--- src/design/pcm_pkg.sv ---
`default_nettype none

package pcm_pkg;

    localparam int RAMP_ENTRIES = 256;
    localparam int IDX_W        = $clog2(RAMP_ENTRIES);
    localparam int LAST_IDX     = RAMP_ENTRIES - 1;

    localparam int Z_W   = 32;
    localparam int DIF_W = Z_W + 1;
    localparam int NUM_W = DIF_W + IDX_W;

    // restoring steps: one saturation step plus one per index bit
    localparam int DIV_STAGES = IDX_W + 1;
    // input regs, abs, numerator, divider steps, ramp read, output
    localparam int PIPE_DEPTH = DIV_STAGES + 5;

    localparam logic [7:0] ALPHA_FULL = 8'hFF;

    typedef enum logic [1:0] {
        MODE_RGB,
        MODE_GREY,
        MODE_BWR,
        MODE_HEIGHT
    } color_mode_t;

    typedef enum logic [1:0] {
        RAMP_GREY,
        RAMP_BWR,
        RAMP_HEIGHT
    } ramp_sel_t;

    typedef logic [1:0] cfg_index_t;

    localparam cfg_index_t CFG_COLOR_MODE = 2'd0;
    localparam cfg_index_t CFG_Z_MIN      = 2'd1;
    localparam cfg_index_t CFG_Z_MAX      = 2'd2;

    localparam color_mode_t        MODE_RESET  = MODE_GREY;
    localparam logic signed [31:0] Z_MIN_RESET = 32'sd0;
    localparam logic signed [31:0] Z_MAX_RESET = 32'sd65536;

    typedef struct packed {
        logic signed [Z_W-1:0] z_coord;
        logic [7:0]            intensity;
        logic [7:0]            red_in;
        logic [7:0]            green_in;
        logic [7:0]            blue_in;
    } point_t;

    typedef struct packed {
        logic [7:0] red_out;
        logic [7:0] green_out;
        logic [7:0] blue_out;
        logic [7:0] alpha_out;
    } color_t;

    typedef struct packed {
        cfg_index_t  index;
        logic [31:0] value;
    } cfg_word_t;

    typedef struct packed {
        color_mode_t mode;
        logic [7:0]  intensity;
        logic [7:0]  red;
        logic [7:0]  green;
        logic [7:0]  blue;
    } side_t;

    typedef struct packed {
        logic [7:0] red;
        logic [7:0] green;
        logic [7:0] blue;
    } ramp_rgb_t;

endpackage

`default_nettype wire

--- src/design/pcm_height_div.sv ---
`default_nettype none

module pcm_height_div (
    input  wire logic                          clk,
    input  wire logic                          en,
    input  wire logic signed [pcm_pkg::Z_W-1:0] z_coord,
    input  wire logic signed [pcm_pkg::Z_W-1:0] z_min,
    input  wire logic signed [pcm_pkg::Z_W-1:0] z_max,
    input  wire pcm_pkg::side_t                side_in,
    output logic [pcm_pkg::IDX_W-1:0]          index,
    output pcm_pkg::side_t                     side_out
);
    import pcm_pkg::*;

    logic signed [DIF_W-1:0] d_a_reg, w_a_reg;
    side_t                   side_a_reg;

    logic [DIF_W-1:0] mag_d_b_reg, mag_w_b_reg;
    logic             zero_b_reg;
    side_t            side_b_reg;

    logic [NUM_W-1:0] num_c_reg;
    logic [DIF_W-1:0] den_c_reg;
    logic             zero_c_reg;
    side_t            side_c_reg;

    logic [NUM_W-1:0] rem_reg  [DIV_STAGES];
    logic [DIF_W-1:0] den_reg  [DIV_STAGES];
    logic [IDX_W:0]   q_reg    [DIV_STAGES];
    logic             zero_reg [DIV_STAGES];
    side_t            side_reg [DIV_STAGES];

    logic [NUM_W-1:0] rem_next [DIV_STAGES];
    logic [IDX_W:0]   q_next   [DIV_STAGES];

    logic [DIF_W-1:0] mag_d, mag_w;

    assign mag_d = d_a_reg[DIF_W-1] ? DIF_W'(-d_a_reg) : DIF_W'(d_a_reg);
    assign mag_w = w_a_reg[DIF_W-1] ? DIF_W'(-w_a_reg) : DIF_W'(w_a_reg);

    for (genvar j = 0; j < DIV_STAGES; j++)
    begin : g_step
        localparam int SHIFT = IDX_W - j;
        logic [NUM_W-1:0] rem_in;
        logic [DIF_W-1:0] den_in;
        logic [IDX_W:0]   q_in;
        logic [NUM_W-1:0] trial;

        if (j == 0)
        begin : g_first
            assign rem_in = num_c_reg;
            assign den_in = den_c_reg;
            assign q_in   = '0;
        end
        else
        begin : g_rest
            assign rem_in = rem_reg[j-1];
            assign den_in = den_reg[j-1];
            assign q_in   = q_reg[j-1];
        end

        assign trial = NUM_W'(den_in) << SHIFT;

        always_comb
        begin
            rem_next[j] = rem_in;
            q_next[j]   = q_in;
            if (rem_in >= trial)
            begin
                rem_next[j]      = rem_in - trial;
                q_next[j][SHIFT] = 1'b1;
            end
        end
    end

    always_ff @(posedge clk)
    begin
        if (en)
        begin
            d_a_reg    <= DIF_W'(z_coord) - DIF_W'(z_min);
            w_a_reg    <= DIF_W'(z_max) - DIF_W'(z_min);
            side_a_reg <= side_in;

            mag_d_b_reg <= mag_d;
            mag_w_b_reg <= mag_w;
            // empty range, or operands of opposite sign: quotient is at most zero
            zero_b_reg  <= (w_a_reg == '0) || (d_a_reg[DIF_W-1] != w_a_reg[DIF_W-1]);
            side_b_reg  <= side_a_reg;

            num_c_reg  <= {mag_d_b_reg, IDX_W'(0)} - NUM_W'(mag_d_b_reg);
            den_c_reg  <= mag_w_b_reg;
            zero_c_reg <= zero_b_reg;
            side_c_reg <= side_b_reg;

            for (int j = 0; j < DIV_STAGES; j++)
            begin
                rem_reg[j] <= rem_next[j];
                q_reg[j]   <= q_next[j];
            end

            den_reg[0]  <= den_c_reg;
            zero_reg[0] <= zero_c_reg;
            side_reg[0] <= side_c_reg;
            for (int j = 1; j < DIV_STAGES; j++)
            begin
                den_reg[j]  <= den_reg[j-1];
                zero_reg[j] <= zero_reg[j-1];
                side_reg[j] <= side_reg[j-1];
            end
        end
    end

    always_comb
    begin
        if (zero_reg[DIV_STAGES-1])
            index = '0;
        else if (q_reg[DIV_STAGES-1][IDX_W])
            index = IDX_W'(LAST_IDX);
        else
            index = q_reg[DIV_STAGES-1][IDX_W-1:0];
    end

    assign side_out = side_reg[DIV_STAGES-1];

endmodule

`default_nettype wire

--- config.mk ---
export PLATFORM = sky130hd
export DESIGN_NAME = pcm_height_div
export DESIGN_NICKNAME = d
export VERILOG_FILES = /design/src/design/pcm_pkg.sv /design/src/design/pcm_height_div.sv
export SDC_FILE = /design/constraint.sdc
export NUM_CORES = 2
export LEC_CHECK = 0
export BUFFER_PORTS_ARGS = -buffer_cell sky130_fd_sc_hd__buf_2
export CORE_MARGIN = 4
export CORE_UTILIZATION = 40
export CTS_CLUSTER_DIAMETER = 60
export DETAILED_ROUTE_END_ITERATION = 16
export GPL_ROUTABILITY_DRIVEN = 0
export SYNTH_ARGS = -nofsm -noshare
export SYNTH_HDL_FRONTEND = slang
export SYNTH_SLANG_ARGS = --single-unit
--- constraint.sdc ---
create_clock -name clk -period 5.15 [get_ports clk]
set_input_delay 0.7725 -clock clk [delete_from_list [all_inputs] [get_ports clk]]
set_output_delay 0.7725 -clock clk [all_outputs]
set_load 0.05 [all_outputs]
==> results.yml <==
status:
  status: "finished clean"
die:
  core_area_sq_um: 156600
  start_util: 0.4036
  ioPinCount: 174
  std_cell_rows: 145
  die_x_microns: 405.5
  fp.dieH_microns: 405.5
  dieArea_sq_um: 164400
cells_and_area:
  nets: 5858
  diodes: 0
  drive_gt1_frac: 0.09683
  area_growth_pct: 12.33
  fin_area_sq_um: 70980
  largest_reg_flops: 328
routing:
  via_per_inst: 5.075
  drtIter0Drc: 2398
  wirelength_microns: 119500
  wl_per_cell_microns: 15.96
  drc_errors: 0
  antenna_left: 0
  first_pass_iters: 6
  vias: 38009
clock_network:
  cts_tree: "done"
  cts_max_level: 4
  cts_setup_buffers: 0
  clock-sinks: 1262
  cts_buffer_depth: 3
  insertion_delay_ns: 0.74
  hold_buffers: 0
  root_buffer: "clkbuf_16"
  cts_resized: 0
  clk_pin_slew_ns: 0.06
  cts_buffers: 144
timing:
  fin_crit_sh: 0.8623
  fin_crit_ns: 4.441
  grt_setup_unrepaired: "no"
  tightest_slew_ns: 1.079
  fmax_ghz: 0.2252
  slew_headroom: 0.2809
  drv_slew: 0
  fin_setup_tns_ns: 0
  finalSetupViolCount: 0
  clock_skew_ns: 0.02575
  hold_violations: 0
global_route:
  grt_pass1_wl_microns: 192500
  gr-usage-all-layers: 0.1444
  grt_pass1_vias: 37873
  antenna_found_initial: 1
  grt_max_degree: 150
  grt_overflow: 0
synth:
  ys_seq_elements: 1262
  synth_edf_count: 1262
  syn-cell-area_sq_um: 63190
  synth_cell_types: 83
  synth_area_leaders: "edfxtp_1 (60%), ha_1 (7.7%), xnor2_1 (3.8%), a21oi_1 (3.1%), inv_1 (2.8%)"
  yosysTopAreaCellShare: 0.5997
  synthAdderAreaFrac: 0.08039
  synth.area.mux_share: 0.01497
  synth_simple_gate_area_share: 0.08498
  synth_top_family_by_area: "compound AO/OA/AOI/OAI gates"
  synth_flop_cell: "edfxtp_1"
  yosysSeqAreaShare: 0.5997
  syn_inst: 5112
  synth_warnings: 0
  yosys.area.top_type: "edfxtp_1"
  synth_nets: 5644
  synth_compound_area_frac: 0.1271
  avgSynthCellArea_sq_um: 12.36
  synth_xor_area_frac: 0.05419
  async_flop_share: 0
power:
  vdd_drop_max_v: 0.0003330
  pwr_density_cell_nw_per_um2: 532.2
  leakage_uw: 0.02786
  power.total_uw: 37780
critical_path:
  start_kind: "flip-flop"
  cp_slowest_cell: "a2111oi_0"
  crit_path_max_fanout: 21
  cp.required_ns: 5.63
  path_class: "flip-flop to flip-flop"
  cp_common_cell: "o21ai_0"
  cpPeakStageDelay_ns: 0.63
  crit_chain: "ha_1, o21ai_0, a21oi_1, o21ai_0, a21oi_1, o21ai_0, a2111oi_0, o21bai_1, nor3_1, nor2_1, inv_2, buf_12, mux2_2"
  crit_arrival_ns: 4.92
  end_kind: "flip-flop"
place:
  hpwl_microns: 88450
  place_area_sq_um: 66400
  port_buffers: 173
hold_path:
  hold_class: "primary input to flip-flop"
flow_run:
  max_cap_violations: 0
critical path: cells and delay by family, from the launching register on:
family | cells | cell delay [ns]
AO/OA/AOI/OAI | 7 | 1.99
multiplexers | 1 | 0.35
flip-flops | 1 | 0.41
buffers and inverters | 2 | 0.54
AND/OR/NAND/NOR | 2 | 0.51
adder cells (fa/ha/maj) | 1 | 0.38
routing by layer:
layer | share of wire | GRT usage | vias to the layer above
met5 | 0 | 0 | -
met4 | 0.046 | 0.07090 | 0
met3 | 0.039 | 0.02448 | 296
met2 | 0.47 | 0.2432 | 828
met1 | 0.44 | 0.1805 | 17566
li1 | - | - | 19319
worst paths after layout:
check	from	endpoint	slack, ns	depth (start not counted)
setup / recovery	rem_reg[0][210]	rem_reg[0][275]	0.71	13
hold / removal	side_in[24]	side_a_reg[24]	0.20	1
setup reg to reg	rem_reg[0][210]	rem_reg[0][275]	0.71	13
hold reg to reg	side_reg[0][187]	side_reg[0][221]	0.41	0
final cells by class:
class                   instances  area (sq um)
fillers                     14040         85590
flip-flops and latches       1262         37900
multi-input cells            3239         22890
clock buffers                 173          3819
well taps                    2058          2575
inverters                     472          1772
repair buffers                207          1274
clock inverters                79         759.5
logic make-up after synthesis:
| family | after synthesis |
|---|---|
| XOR/XNOR | 391 |
| flip-flops | 1262 |
| buffers and inverters | 611 |
| AO/OA/AOI/OAI | 1270 |
| AND/OR/NAND/NOR | 1093 |
| adder cells (fa/ha/maj) | 400 |
| multiplexers | 85 |
through the flow:
step / cells / setup slack, ns / utilization / hold slack [ns]
final: 7490 / 0.7091 / 0.4534 / 0.2034
after global routing: 7490 / 0.5052 / 0.4534 / 0.1221
after CTS: 7490 / 0.7670 / 0.4534 / 0.1093
after detailed placement: 7238 / 0.8155 / 0.4241 / 0.4045
after global placement: 7238 / 0.9036 / 0.4241 / 0.4002
after floorplan: 5112 / 1.607 / - / 0.4003
placed cells by master (no fill, tap or decap), drive strengths merged, types with 32 or more instances in the layout:
| master | synthesis | routed |
|---|---|---|
| edfxtp | 1262 | 1262 |
| o21ai | 281 | 281 |
| clkinv | 0 | 51 |
| xnor2 | 277 | 277 |
| o21bai | 48 | 48 |
| nor2 | 280 | 280 |
| nand3 | 93 | 93 |
| o31ai | 39 | 39 |
| nand4 | 53 | 53 |
| buf | 60 | 207 |
| a21oi | 397 | 397 |
| clkbuf | 79 | 173 |
| ha | 390 | 390 |
| mux2 | 76 | 76 |
| nor2b | 46 | 46 |
| a31oi | 32 | 32 |
| nand2b | 55 | 55 |
| a21o | 200 | 200 |
| inv | 472 | 481 |
| xor2 | 114 | 114 |
| nor3 | 69 | 69 |
| o21a | 63 | 63 |
| nand2 | 296 | 296 |
power by group:
part	internal, uW	total (uW)	leakage [uW]	switching (uW)
logic	5660	12800	0.0133	7180
clock network	5840	9750	0.00221	3910
registers	14000	15200	0.0123	1150
cells in the mapped netlist (10+ instances only):
cell type / instances
edfxtp_1: 1262
inv_1: 471
a21oi_1: 397
ha_1: 390
nand2_1: 296
nor2_1: 280
xnor2_1: 277
o21ai_0: 276
a21o_1: 200
xor2_1: 114
nand3_1: 93
clkbuf_1: 79
mux2_2: 76
nor3_1: 69
o21a_1: 63
nand2b_1: 54
nand4_1: 53
o21bai_1: 48
nor2b_1: 46
o31ai_1: 38
buf_4: 35
a31oi_1: 32
a211oi_1: 30
and3_1: 28
nor4_1: 27
o211ai_1: 26
or3_1: 26
and2_1: 25
or4_1: 18
a2111oi_0: 16
or2_2: 15
buf_2: 14
nand4b_1: 14
nand3b_1: 13
a21boi_0: 12
a221oi_1: 12
o31a_1: 12
buf_1: 11
o41ai_1: 11
a31o_2: 10
fa_1: 10
Note: power is estimated with default switching activity, not from simulation.
