$ cat src/design/pcm_pkg.sv
`default_nettype none

package pcm_pkg;

    localparam int RAMP_ENTRIES = 256;
    localparam int IDX_W        = $clog2(RAMP_ENTRIES);
    localparam int LAST_IDX     = RAMP_ENTRIES - 1;

    localparam int Z_W   = 32;
    localparam int DIF_W = Z_W + 1;
    localparam int NUM_W = DIF_W + IDX_W;

    // restoring steps: one saturation step plus one per index bit
    localparam int DIV_STAGES = IDX_W + 1;
    // input regs, abs, numerator, divider steps, ramp read, output
    localparam int PIPE_DEPTH = DIV_STAGES + 5;

    localparam logic [7:0] ALPHA_FULL = 8'hFF;

    typedef enum logic [1:0] {
        MODE_RGB,
        MODE_GREY,
        MODE_BWR,
        MODE_HEIGHT
    } color_mode_t;

    typedef enum logic [1:0] {
        RAMP_GREY,
        RAMP_BWR,
        RAMP_HEIGHT
    } ramp_sel_t;

    typedef logic [1:0] cfg_index_t;

    localparam cfg_index_t CFG_COLOR_MODE = 2'd0;
    localparam cfg_index_t CFG_Z_MIN      = 2'd1;
    localparam cfg_index_t CFG_Z_MAX      = 2'd2;

    localparam color_mode_t        MODE_RESET  = MODE_GREY;
    localparam logic signed [31:0] Z_MIN_RESET = 32'sd0;
    localparam logic signed [31:0] Z_MAX_RESET = 32'sd65536;

    typedef struct packed {
        logic signed [Z_W-1:0] z_coord;
        logic [7:0]            intensity;
        logic [7:0]            red_in;
        logic [7:0]            green_in;
        logic [7:0]            blue_in;
    } point_t;

    typedef struct packed {
        logic [7:0] red_out;
        logic [7:0] green_out;
        logic [7:0] blue_out;
        logic [7:0] alpha_out;
    } color_t;

    typedef struct packed {
        cfg_index_t  index;
        logic [31:0] value;
    } cfg_word_t;

    typedef struct packed {
        color_mode_t mode;
        logic [7:0]  intensity;
        logic [7:0]  red;
        logic [7:0]  green;
        logic [7:0]  blue;
    } side_t;

    typedef struct packed {
        logic [7:0] red;
        logic [7:0] green;
        logic [7:0] blue;
    } ramp_rgb_t;

endpackage

`default_nettype wire

$ cat src/design/pcm_ramp_rom.sv
`default_nettype none

module pcm_ramp_rom (
    input  wire logic                     clk,
    input  wire logic                     en,
    input  wire pcm_pkg::ramp_sel_t       sel,
    input  wire logic [pcm_pkg::IDX_W-1:0] index,
    output pcm_pkg::ramp_rgb_t            rgb
);
    import pcm_pkg::*;

    // stop colours as {r, g, b} bits
    function automatic logic [2:0] stop_rgb(ramp_sel_t s, logic [1:0] n);
        logic [2:0] bits;
        bits = 3'b000;
        case (s)
            RAMP_GREY:
                bits = (n == 2'd1) ? 3'b111 : 3'b000;
            RAMP_BWR:
                case (n)
                    2'd0:    bits = 3'b001;
                    2'd1:    bits = 3'b111;
                    2'd2:    bits = 3'b100;
                    default: bits = 3'b000;
                endcase
            RAMP_HEIGHT:
                case (n)
                    2'd0:    bits = 3'b001;
                    2'd1:    bits = 3'b010;
                    2'd2:    bits = 3'b110;
                    default: bits = 3'b100;
                endcase
            default:
                bits = 3'b000;
        endcase
        return bits;
    endfunction

    function automatic ramp_rgb_t ramp_entry(ramp_sel_t s, logic [IDX_W-1:0] i);
        logic [IDX_W+1:0] pos;
        logic [1:0]       seg;
        logic [IDX_W+1:0] frac;
        logic [2:0]       sa, sb;
        logic [8:0]       chan;
        logic [23:0]      packed_rgb;
        pos = '0;
        case (s)
            RAMP_GREY:   pos = (IDX_W+2)'(i);
            RAMP_BWR:    pos = (IDX_W+2)'(i) << 1;
            RAMP_HEIGHT: pos = ((IDX_W+2)'(i) << 1) + (IDX_W+2)'(i);
            default:     pos = '0;
        endcase
        if (pos >= (IDX_W+2)'(3 * LAST_IDX))
            seg = 2'd3;
        else if (pos >= (IDX_W+2)'(2 * LAST_IDX))
            seg = 2'd2;
        else if (pos >= (IDX_W+2)'(LAST_IDX))
            seg = 2'd1;
        else
            seg = 2'd0;
        case (seg)
            2'd0:    frac = pos;
            2'd1:    frac = pos - (IDX_W+2)'(LAST_IDX);
            2'd2:    frac = pos - (IDX_W+2)'(2 * LAST_IDX);
            default: frac = pos - (IDX_W+2)'(3 * LAST_IDX);
        endcase
        sa = stop_rgb(s, seg);
        sb = stop_rgb(s, seg + 2'd1);
        packed_rgb = '0;
        for (int c = 0; c < 3; c++)
        begin
            chan = (sa[c] ? 9'(LAST_IDX) - 9'(frac) : 9'd0) + (sb[c] ? 9'(frac) : 9'd0);
            packed_rgb[c*8 +: 8] = chan[7:0];
        end
        return ramp_rgb_t'(packed_rgb);
    endfunction

    always_ff @(posedge clk)
    begin
        if (en)
            rgb <= ramp_entry(sel, index);
    end

endmodule

`default_nettype wire

$ cat config.mk
export PLATFORM = sky130hd
export DESIGN_NAME = pcm_ramp_rom
export DESIGN_NICKNAME = d
export VERILOG_FILES = /design/src/design/pcm_pkg.sv /design/src/design/pcm_ramp_rom.sv
export SDC_FILE = /design/constraint.sdc
export NUM_CORES = 1
export LEC_CHECK = 0
export BUFFER_PORTS_ARGS = -buffer_cell sky130_fd_sc_hd__buf_2
export CAP_MARGIN = 20
export CORE_MARGIN = 3
export CORE_UTILIZATION = 60
export DETAILED_ROUTE_END_ITERATION = 8
export GPL_TIMING_DRIVEN = 0
export MAX_ROUTING_LAYER = met4
export PLACE_DENSITY = 0.81
export SETUP_SLACK_MARGIN = 0.5
export SLEW_MARGIN = 20
export SYNTH_ARGS = -nofsm -noshare
export SYNTH_HDL_FRONTEND = slang
export SYNTH_SLANG_ARGS = --single-unit
$ cat constraint.sdc
create_clock -name clk -period 12.7 [get_ports clk]
set_input_delay 2.54 -clock clk [delete_from_list [all_inputs] [get_ports clk]]
set_output_delay 2.54 -clock clk [all_outputs]
set_load 0.05 [all_outputs]
==> metrics.md, run 1 <==
| Metric | Value |
|---|---|
| Commonest non-fill, non-tap cells in the layout | buf_2 (39), nand2_1 (39), nor2_1 (33) |
| Netlist Area Pre-Place | ~0.0034 mm^2 |
| Worst slew pin tran | just over 0.8 ns |
| Worst IR Drop VDD | 0.05787 mV |
| Hold buffers post-CTS | 0 |
| Final hold violations | 0 |
| Total number of vias | around 3200 |
| Mapped Nets | 429 |
| Gate Count Post-Synth | 391 |
| Post-route setup TNS | 0 ns |
| CTS tree | built |
| Sequential Power Share | 25.9% |
| Fmax | 122.2 MHz |
| Tcrit/Tclk final | 64.46% |
| Tmin final | between 8 and 9 ns |
| Gate power share | between 50 and 60% |
| Area growth from synthesis to layout | 9.752% |
| Final setup fails | 0 |
| Largest net degree at the start of global routing | 25 |
| Initial drt markers | 275 |
| Vias per inst | 6.433 |
| Number of flip-flops under the largest register name | 24 |
| Worst Path Required | between 10 and 15 ns |
| Io pins | 36 |
| RSZ-0062 raised after global routing | no |
| Drt wl/cell | ~18 um |
| Max cap viols | 0 |
| Dominant synthesized flop cell | edfxtp_1 |
| Initial antenna violation count | 0 |
| Most flop-heavy register | rgb |
| Htree depth | 1 |
| Die area | around 0.0066 mm^2 |
| Num rows | 26 |
| FF+latch count, synth | 24 |
| Cts repair resizes | 0 |
| Die H | 81.00 um |
| Status | completed |
| Synth warn | 0 |
| Slowest-stage cell, CP | mux2i_1 |
| Diode count | 0 |
| Post-route ant nets | 0 |
| Cell Pwr Density | 113.2 mW/mm^2 |
| Total wire length | 8791 um |
| Core ar. | roughly 0.0053 mm^2 |
| Post-DP HPWL | between 6000 and 7000 um |
| Post-synth EDFFs | 24 |
| Regs by FF count | rgb (24) |
| Layout cells sized above 1 | 17.95% |
| Root buf cell | clkbuf_8 |
| Fin cells | 499 |
| Clock power frac | 16.1% |
| First-pass GRT wire length | 14770 um |
| Mean Syn Cell Area | between 8 and 9 um^2 |
| Crit-path max FO | 11 |
| # DRC | 0 |
| GRT overflow | 0 |
| CTS sink count | 24 |
| Switching pwr | 192.1 uW |
| CP endpoint kind | flop |
| Worst path cell trace | buf_2 -> ha_1 -> inv_1 -> fa_1 -> nand2b_1 -> a2111o_1 -> o211ai_2 -> nand2_2 -> o41a_1 -> a31o_1 -> buf_6 -> buf_6 -> buf_6 -> ha_1 -> inv_1 -> ha_1 -> a21o_1 -> and3_1 -> nor3b_1 -> xnor2_1 -> mux2i_1 -> mux2_2 -> or4_1 -> nand4b_1 |
| Yosys cell types | 70 |
| Fin nets | 468 |
| WS Path Type | primary input to flop |
| CTS max path bufs | 2 |
| Die X | 81.00 um |
| Largest stage delay, worst path | 0.62 ns |
| CP Launch Type | primary input |
| Max-slew violation count | 0 |
| Initial Util | about 64% |
| Clock-pin slew on the worst setup and hold paths | roughly 0.1 ns |
| Rel. slew slack | 44.43% |
| Dpl cells | 495 |
| Routability congestion estimate from global placement | 0.9226 |
| Min-Delay Path Class | primary input to flop |
| Pint | 227.1 uW |
| TritonCTS Buffers | 3 |
| All-Layer GR Usage | 29.36% |
| I/O Buffers | 34 |
| Asr flop ratio synth | 0% |
| Switching share of power | 45.83% |
| Sequential share of the synthesized area | a little over a fifth |
| P_leak | 0.001526 uW |
| Vias in the first global route | 3152 |
| DRT Pass-1 Iters | 5 |
| # Post-CTS Setup Buffers | 0 |
| Crit path DAT | 8.33 ns |
-- final timing paths --
| kind | cells after the start | to | slack, ns | from |
|---|---|---|---|---|
| setup / recovery | 24 | rgb[23]$_DFFE_PP_ | 4.51 | index[1] |
| hold / removal | 1 | rgb[10]$_DFFE_PP_ | 2.77 | en |
-- metrics by stage --
step	setup WS, ns	total power (uW)	hold slack [ns]	utilization [%]	cell area (um^2)
after global routing	4.268	444.8	2.800	70.28	3704
after global placement	4.427	344.5	3.045	68.92	3632
after floorplan	5.179	299.0	2.653	-	3374
after CTS	4.618	417.7	2.775	70.28	3704
after detailed placement	4.336	350.0	3.066	68.92	3632
final	4.513	419.3	2.766	70.28	3704
-- metal layers --
layer | routed length (um) | track usage (%)
met5 | 0 | -
met4 | 352 | 13.68
met3 | 478 | 3.104
met2 | 4396 | 49.43
met1 | 3563 | 35.21
-- power by group through the flow --
| stage | logic [uW] | registers, uW | clock network (uW) |
|---|---|---|---|
| floorplan | 139 | 160 | 0 |
| global placement | 235 | 110 | 0 |
| detailed placement | 239 | 111 | 0 |
| CTS | 240 | 109 | 68.5 |
| global route | 263 | 110 | 71.7 |
| finish | 243 | 109 | 67.6 |
-- cell usage after synthesis (all sizes together) (4+ instances only) --
cell type  count  share of area, %
ha            22               8.2
or3            6               1.1
inv           17               1.9
nor2          33               3.7
nand4          5              0.93
mux2           8               2.7
nor2b          9               1.7
xor2           7               1.8
edfxtp        24                21
and2           5              0.93
fa             4               2.4
a21oi         23               3.4
o21ai         19               2.8
a32oi          4               1.0
nand3          5              0.74
mux2i         25               9.0
o22ai          6               1.1
nor3           9               1.3
nand2         40               4.5
a211o          4               1.0
a211oi         5               1.1
buf           10               2.2
o211ai         4               1.0
clkbuf         9               1.0
a21o           8               1.8
xnor2         15               3.9
nand2b         8               1.7
-- area by class of cell --
type / instances / area, um^2
plain buffers: 19 / 107.6
clock buffers: 3 / 41.29
clock inverters: 1 / 30.03
fillers: 451 / 1567
inverters: 17 / 63.81
multi-input cells: 331 / 2482
flip-flops and latches: 24 / 720.7
well taps: 70 / 87.58
repair buffers: 34 / 170.2
-- cell families after synthesis --
logic type               after synthesis  synth area share (%)
AO/OA/AOI/OAI                        114                 25.36
XOR/XNOR                              22                 5.710
adder cells (fa/ha/maj)               26                 10.53
buffers and inverters                 36                 5.079
flip-flops                            24                 21.36
multiplexers                          33                 11.68
AND/OR/NAND/NOR                      136                 20.28
-- critical path, delay by kind of cell --
kind                     cells  cell delay (ns)
AO/OA/AOI/OAI                5             1.36
AND/OR/NAND/NOR              6             1.32
adder cells (fa/ha/maj)      4             1.09
multiplexers                 2             1.07
buffers and inverters        6             0.79
XOR/XNOR                     1             0.15
No activity file was read; power rests on OpenSTA's default activity.
==> run 2: changes to the inputs <==
- ABC_AREA: not set -> 1
- CORE_UTILIZATION: 60 -> 54
- PLACE_DENSITY: 0.81 -> 0.78
- clock period: 12.7 -> 7.3 ns (I/O delays scaled with it)
==> metrics.md, run 2 <==
| Metric | Value |
|---|---|
| Status | completed (unchanged) |
| Post-route ant nets | 0 (unchanged) |
| Rel. slew slack | 56.91% (was 44.43%) |
| Synth warn | 0 (unchanged) |
| Initial antenna violation count | 0 (unchanged) |
| Regs by FF count | rgb (24) (unchanged) |
| Crit path DAT | 5.91 ns (was 8.33 ns) |
| Fin cells | 548 (was 499) |
| TritonCTS Buffers | 3 (unchanged) |
| All-Layer GR Usage | 22.05% (was 29.36%) |
| Synth top area cells | edfxtp_1 (24%), nand2_1 (17%), ha_1 (9.3%), nand3_1 (8.9%), inv_1 (8.5%) (was edfxtp_1 (21%), ha_1 (8.2%), mux2i_1 (5.9%), nand2_1 (4.3%), xnor2_1 (3.9%)) |
| Slowest-stage cell, CP | fa_1 (was mux2i_1) |
| Largest stage delay, worst path | 0.42 ns (was 0.62 ns) |
| Crit-path max FO | 11 (unchanged) |
| Worst Path Required | 7.33 ns (was 12.85 ns) |
| Post-route setup TNS | 0 ns (unchanged) |
| Yosys cell types | 32 (was 70) |
| Area growth from synthesis to layout | 10.08% (was 9.752%) |
| DRT Pass-1 Iters | 4 (was 5) |
| Worst Path Buf+Inv | 7 (was 6) |
| Sequential share of the synthesized area | 24.29% (was 21.36%) |
| Switching pwr | 313.3 uW (was 192.1 uW) |
| Total wire length | 6489 um (was 8791 um) |
| Die X | 80.12 um (was 81.00 um) |
| Final setup fails | 0 (unchanged) |
| Commonest non-fill, non-tap cells in the layout | nand2_1 (132), inv_1 (67), nand3_1 (53) (was buf_2 (39), nand2_1 (39), nor2_1 (33)) |
| Cell family with most CP delay | simple AND/OR/NAND/NOR gates (was compound AO/OA/AOI/OAI gates) |
| CTS sink count | 24 (unchanged) |
| Vias in the first global route | 2625 (was 3152) |
| # Post-CTS Setup Buffers | 0 (unchanged) |
| Total number of vias | 2846 (was 3210) |
| Asr flop ratio synth | 0% (unchanged) |
| FF+latch count, synth | 24 (unchanged) |
| Tcrit/Tclk final | about four fifths |
| Largest net degree at the start of global routing | 25 (unchanged) |
| Layout cells sized above 1 | 15.90% (was 17.95%) |
| Dpl cells | 545 (was 495) |
| Gate Count Post-Synth | 441 (was 391) |
| Cell taking the most area after synthesis | edfxtp_1 (unchanged) |
| Tmin final | 5.884 ns |
| Min-Delay Path Class | primary input to flop (unchanged) |
| Post-DP HPWL | 5361 um (was 6912 um) |
| Pint | 323.9 uW (was 227.1 uW) |
| Mean Syn Cell Area | 6.727 um^2 (was 8.630 um^2) |
| Worst IR Drop VDD | 0.1055 mV (was 0.05787 mV) |
| Cell Pwr Density | 195.1 mW/mm^2 (was 113.2 mW/mm^2) |
| Post-synth top area share | 24.29% (was 21.36%) |
| First-pass GRT wire length | 11100 um (was 14770 um) |
| Synth top cells by count | nand2_1 (132), inv_1 (67), nand3_1 (53) (was nand2_1 (39), nor2_1 (33), edfxtp_1 (24)) |
| Gate power share | 58.3% (was 58.0%) |
| Die area | 0.006419 mm^2 (was 0.006560 mm^2) |
| Clock power frac | 11.6% (was 16.1%) |
| Most used cell, CP | nand2_1 |
| I/O Buffers | 34 (unchanged) |
| P_leak | 0.001738 uW (was 0.001526 uW) |
| GRT overflow | 0 (unchanged) |
| Fmax | 170.0 MHz |
| Num rows | 26 (unchanged) |
| Number of flip-flops under the largest register name | 24 (unchanged) |
| Htree depth | 1 (unchanged) |
| Initial Util | 57.00% (was 64.03%) |
| Diode count | 0 (unchanged) |
| Io pins | 36 (unchanged) |
| RSZ-0062 raised after global routing | no (unchanged) |
| Filler instances | 494 (was 451) |
| Drt wl/cell | 11.84 um (was 17.62 um) |
| Cell with the most instances after synthesis | nand2_1 (unchanged) |
| Clock-pin slew on the worst setup and hold paths | 0.08 ns (was 0.10 ns) |
| Final core occ | 62.74% (was 70.28%) |
| Max-slew violation count | 0 (unchanged) |
| WS Path Type | primary input to flop (unchanged) |
| Root buf cell | clkbuf_8 (unchanged) |
| Dominant synthesized flop cell | edfxtp_1 (unchanged) |
| Final hold violations | 0 (unchanged) |
| Most flop-heavy register | rgb (unchanged) |
| CP endpoint kind | flop (unchanged) |
| Initial drt markers | 152 (was 275) |
| Cts repair resizes | 0 (unchanged) |
| Most common cell after layout, fill and taps aside | nand2_1 |
| Core ar. | 0.005205 mm^2 (was 0.005270 mm^2) |
| Routability congestion estimate from global placement | 0.8677 (was 0.9226) |
| Max cap viols | 0 (unchanged) |
| CTS tree | built (unchanged) |
| Hold buffers post-CTS | 0 (unchanged) |
| WHS Endpoint | rgb[18]$_DFFE_PP_ (was rgb[10]$_DFFE_PP_) |
| CP Launch Type | primary input (unchanged) |
| Mapped Nets | 479 (was 429) |
| Switching share of power | 49.17% (was 45.83%) |
| Netlist Area Pre-Place | 0.002967 mm^2 (was 0.003374 mm^2) |
| WHS Path Cells | 1 (unchanged) |
| Sequential Power Share | 30.2% (was 25.9%) |
| Fin nets | 518 (was 468) |
| Vias per inst | 5.193 (was 6.433) |
| Worst slew pin tran | 0.6463 ns (was 0.8276 ns) |
| Post-synth EDFFs | 24 (unchanged) |
| Min-Delay Startpoint | en (unchanged) |
| CTS max path bufs | 2 (unchanged) |
| # DRC | 0 (unchanged) |
| Die H | 80.12 um (was 81.00 um) |
[run 2: changes by cell type in the layout (fill, tap and decap cells not counted), moves of 9 or more]
cell      previous run  this run
nand3_1              5        53
nor3_1               9         0
xnor2_1             15         3
mux2i_1             20         0
clkbuf_1             9         0
inv_1               15        67
nor2b_1              9         0
nand2_1             39       132
a21oi_1             23        13
[run 2: kinds of logic (layout without fill, tap and decap cells)]
| kind of cell | count (synthesis) | after routing | share of synthesized area, % |
|---|---|---|---|
| AOI/OAI and AO/OA | 34 | 34 | 6.327 |
| DFF | 24 | 24 | 24.29 |
| and+or+nand+nor | 264 | 264 | 42.30 |
| xor gates and xnor gates | 16 | 16 | 4.724 |
| adders and majority gates | 26 | 26 | 11.98 |
| buffers and inverters | 77 | 114 | 10.38 |
[run 2: final cells by class]
cell class,instances,area [um^2],area share [%]
tap,70,87.58,2.682
clock buffer,3,41.29,1.264
buffer,3,30.03,0.9195
sequential,24,720.7,22.07
timing repair buffer,34,170.2,5.211
inverter,74,277.8,8.506
multi-input combinational,340,1938,59.35
[run 2: per-layer routing]
layer  GRT usage, %  vias to the layer above  share of wire, %
li1               -                     1494                 -
met1          27.74                     1273                46
met2          37.83                       68                48
met3          1.121                       11               4.4
met4          7.601                        0               1.5
met5              -                        -                 0
[run 2: worst max-delay path by stage]
stage	startpoint	endpoint	slack [ns]	cells past startpoint
floorplan	index[0]	rgb[22]$_DFFE_PP_	1.90	25
global placement	index[0]	rgb[22]$_DFFE_PP_	1.25	26
detailed placement	index[0]	rgb[22]$_DFFE_PP_	1.19	26
CTS	index[0]	rgb[7]$_DFFE_PP_	1.44	30
global route	index[0]	rgb[23]$_DFFE_PP_	1.10	30
finish	index[0]	rgb[7]$_DFFE_PP_	1.42	30
[run 2: through the flow]
step | hold WS, ns | cell area [um^2] | power (uW) | setup WS (ns)
finish | 1.693 | 3266 | 637.2 | 1.416
global route | 1.711 | 3266 | 687.5 | 1.098
global placement | 1.963 | 3224 | 555.6 | 1.247
CTS | 1.709 | 3266 | 637.6 | 1.437
detailed placement | 1.977 | 3224 | 564.4 | 1.190
floorplan | 1.573 | 2967 | 488.6 | 1.902
[run 2: power by group through the flow]
stage	Sequential (uW)	Clock [uW]	Combinational (uW)
final	192	73.7	371
after global routing	194	81.9	411
after CTS	193	74.0	371
after detailed placement	196	0	369
after global placement	195	0	361
after floorplan	290	0	199
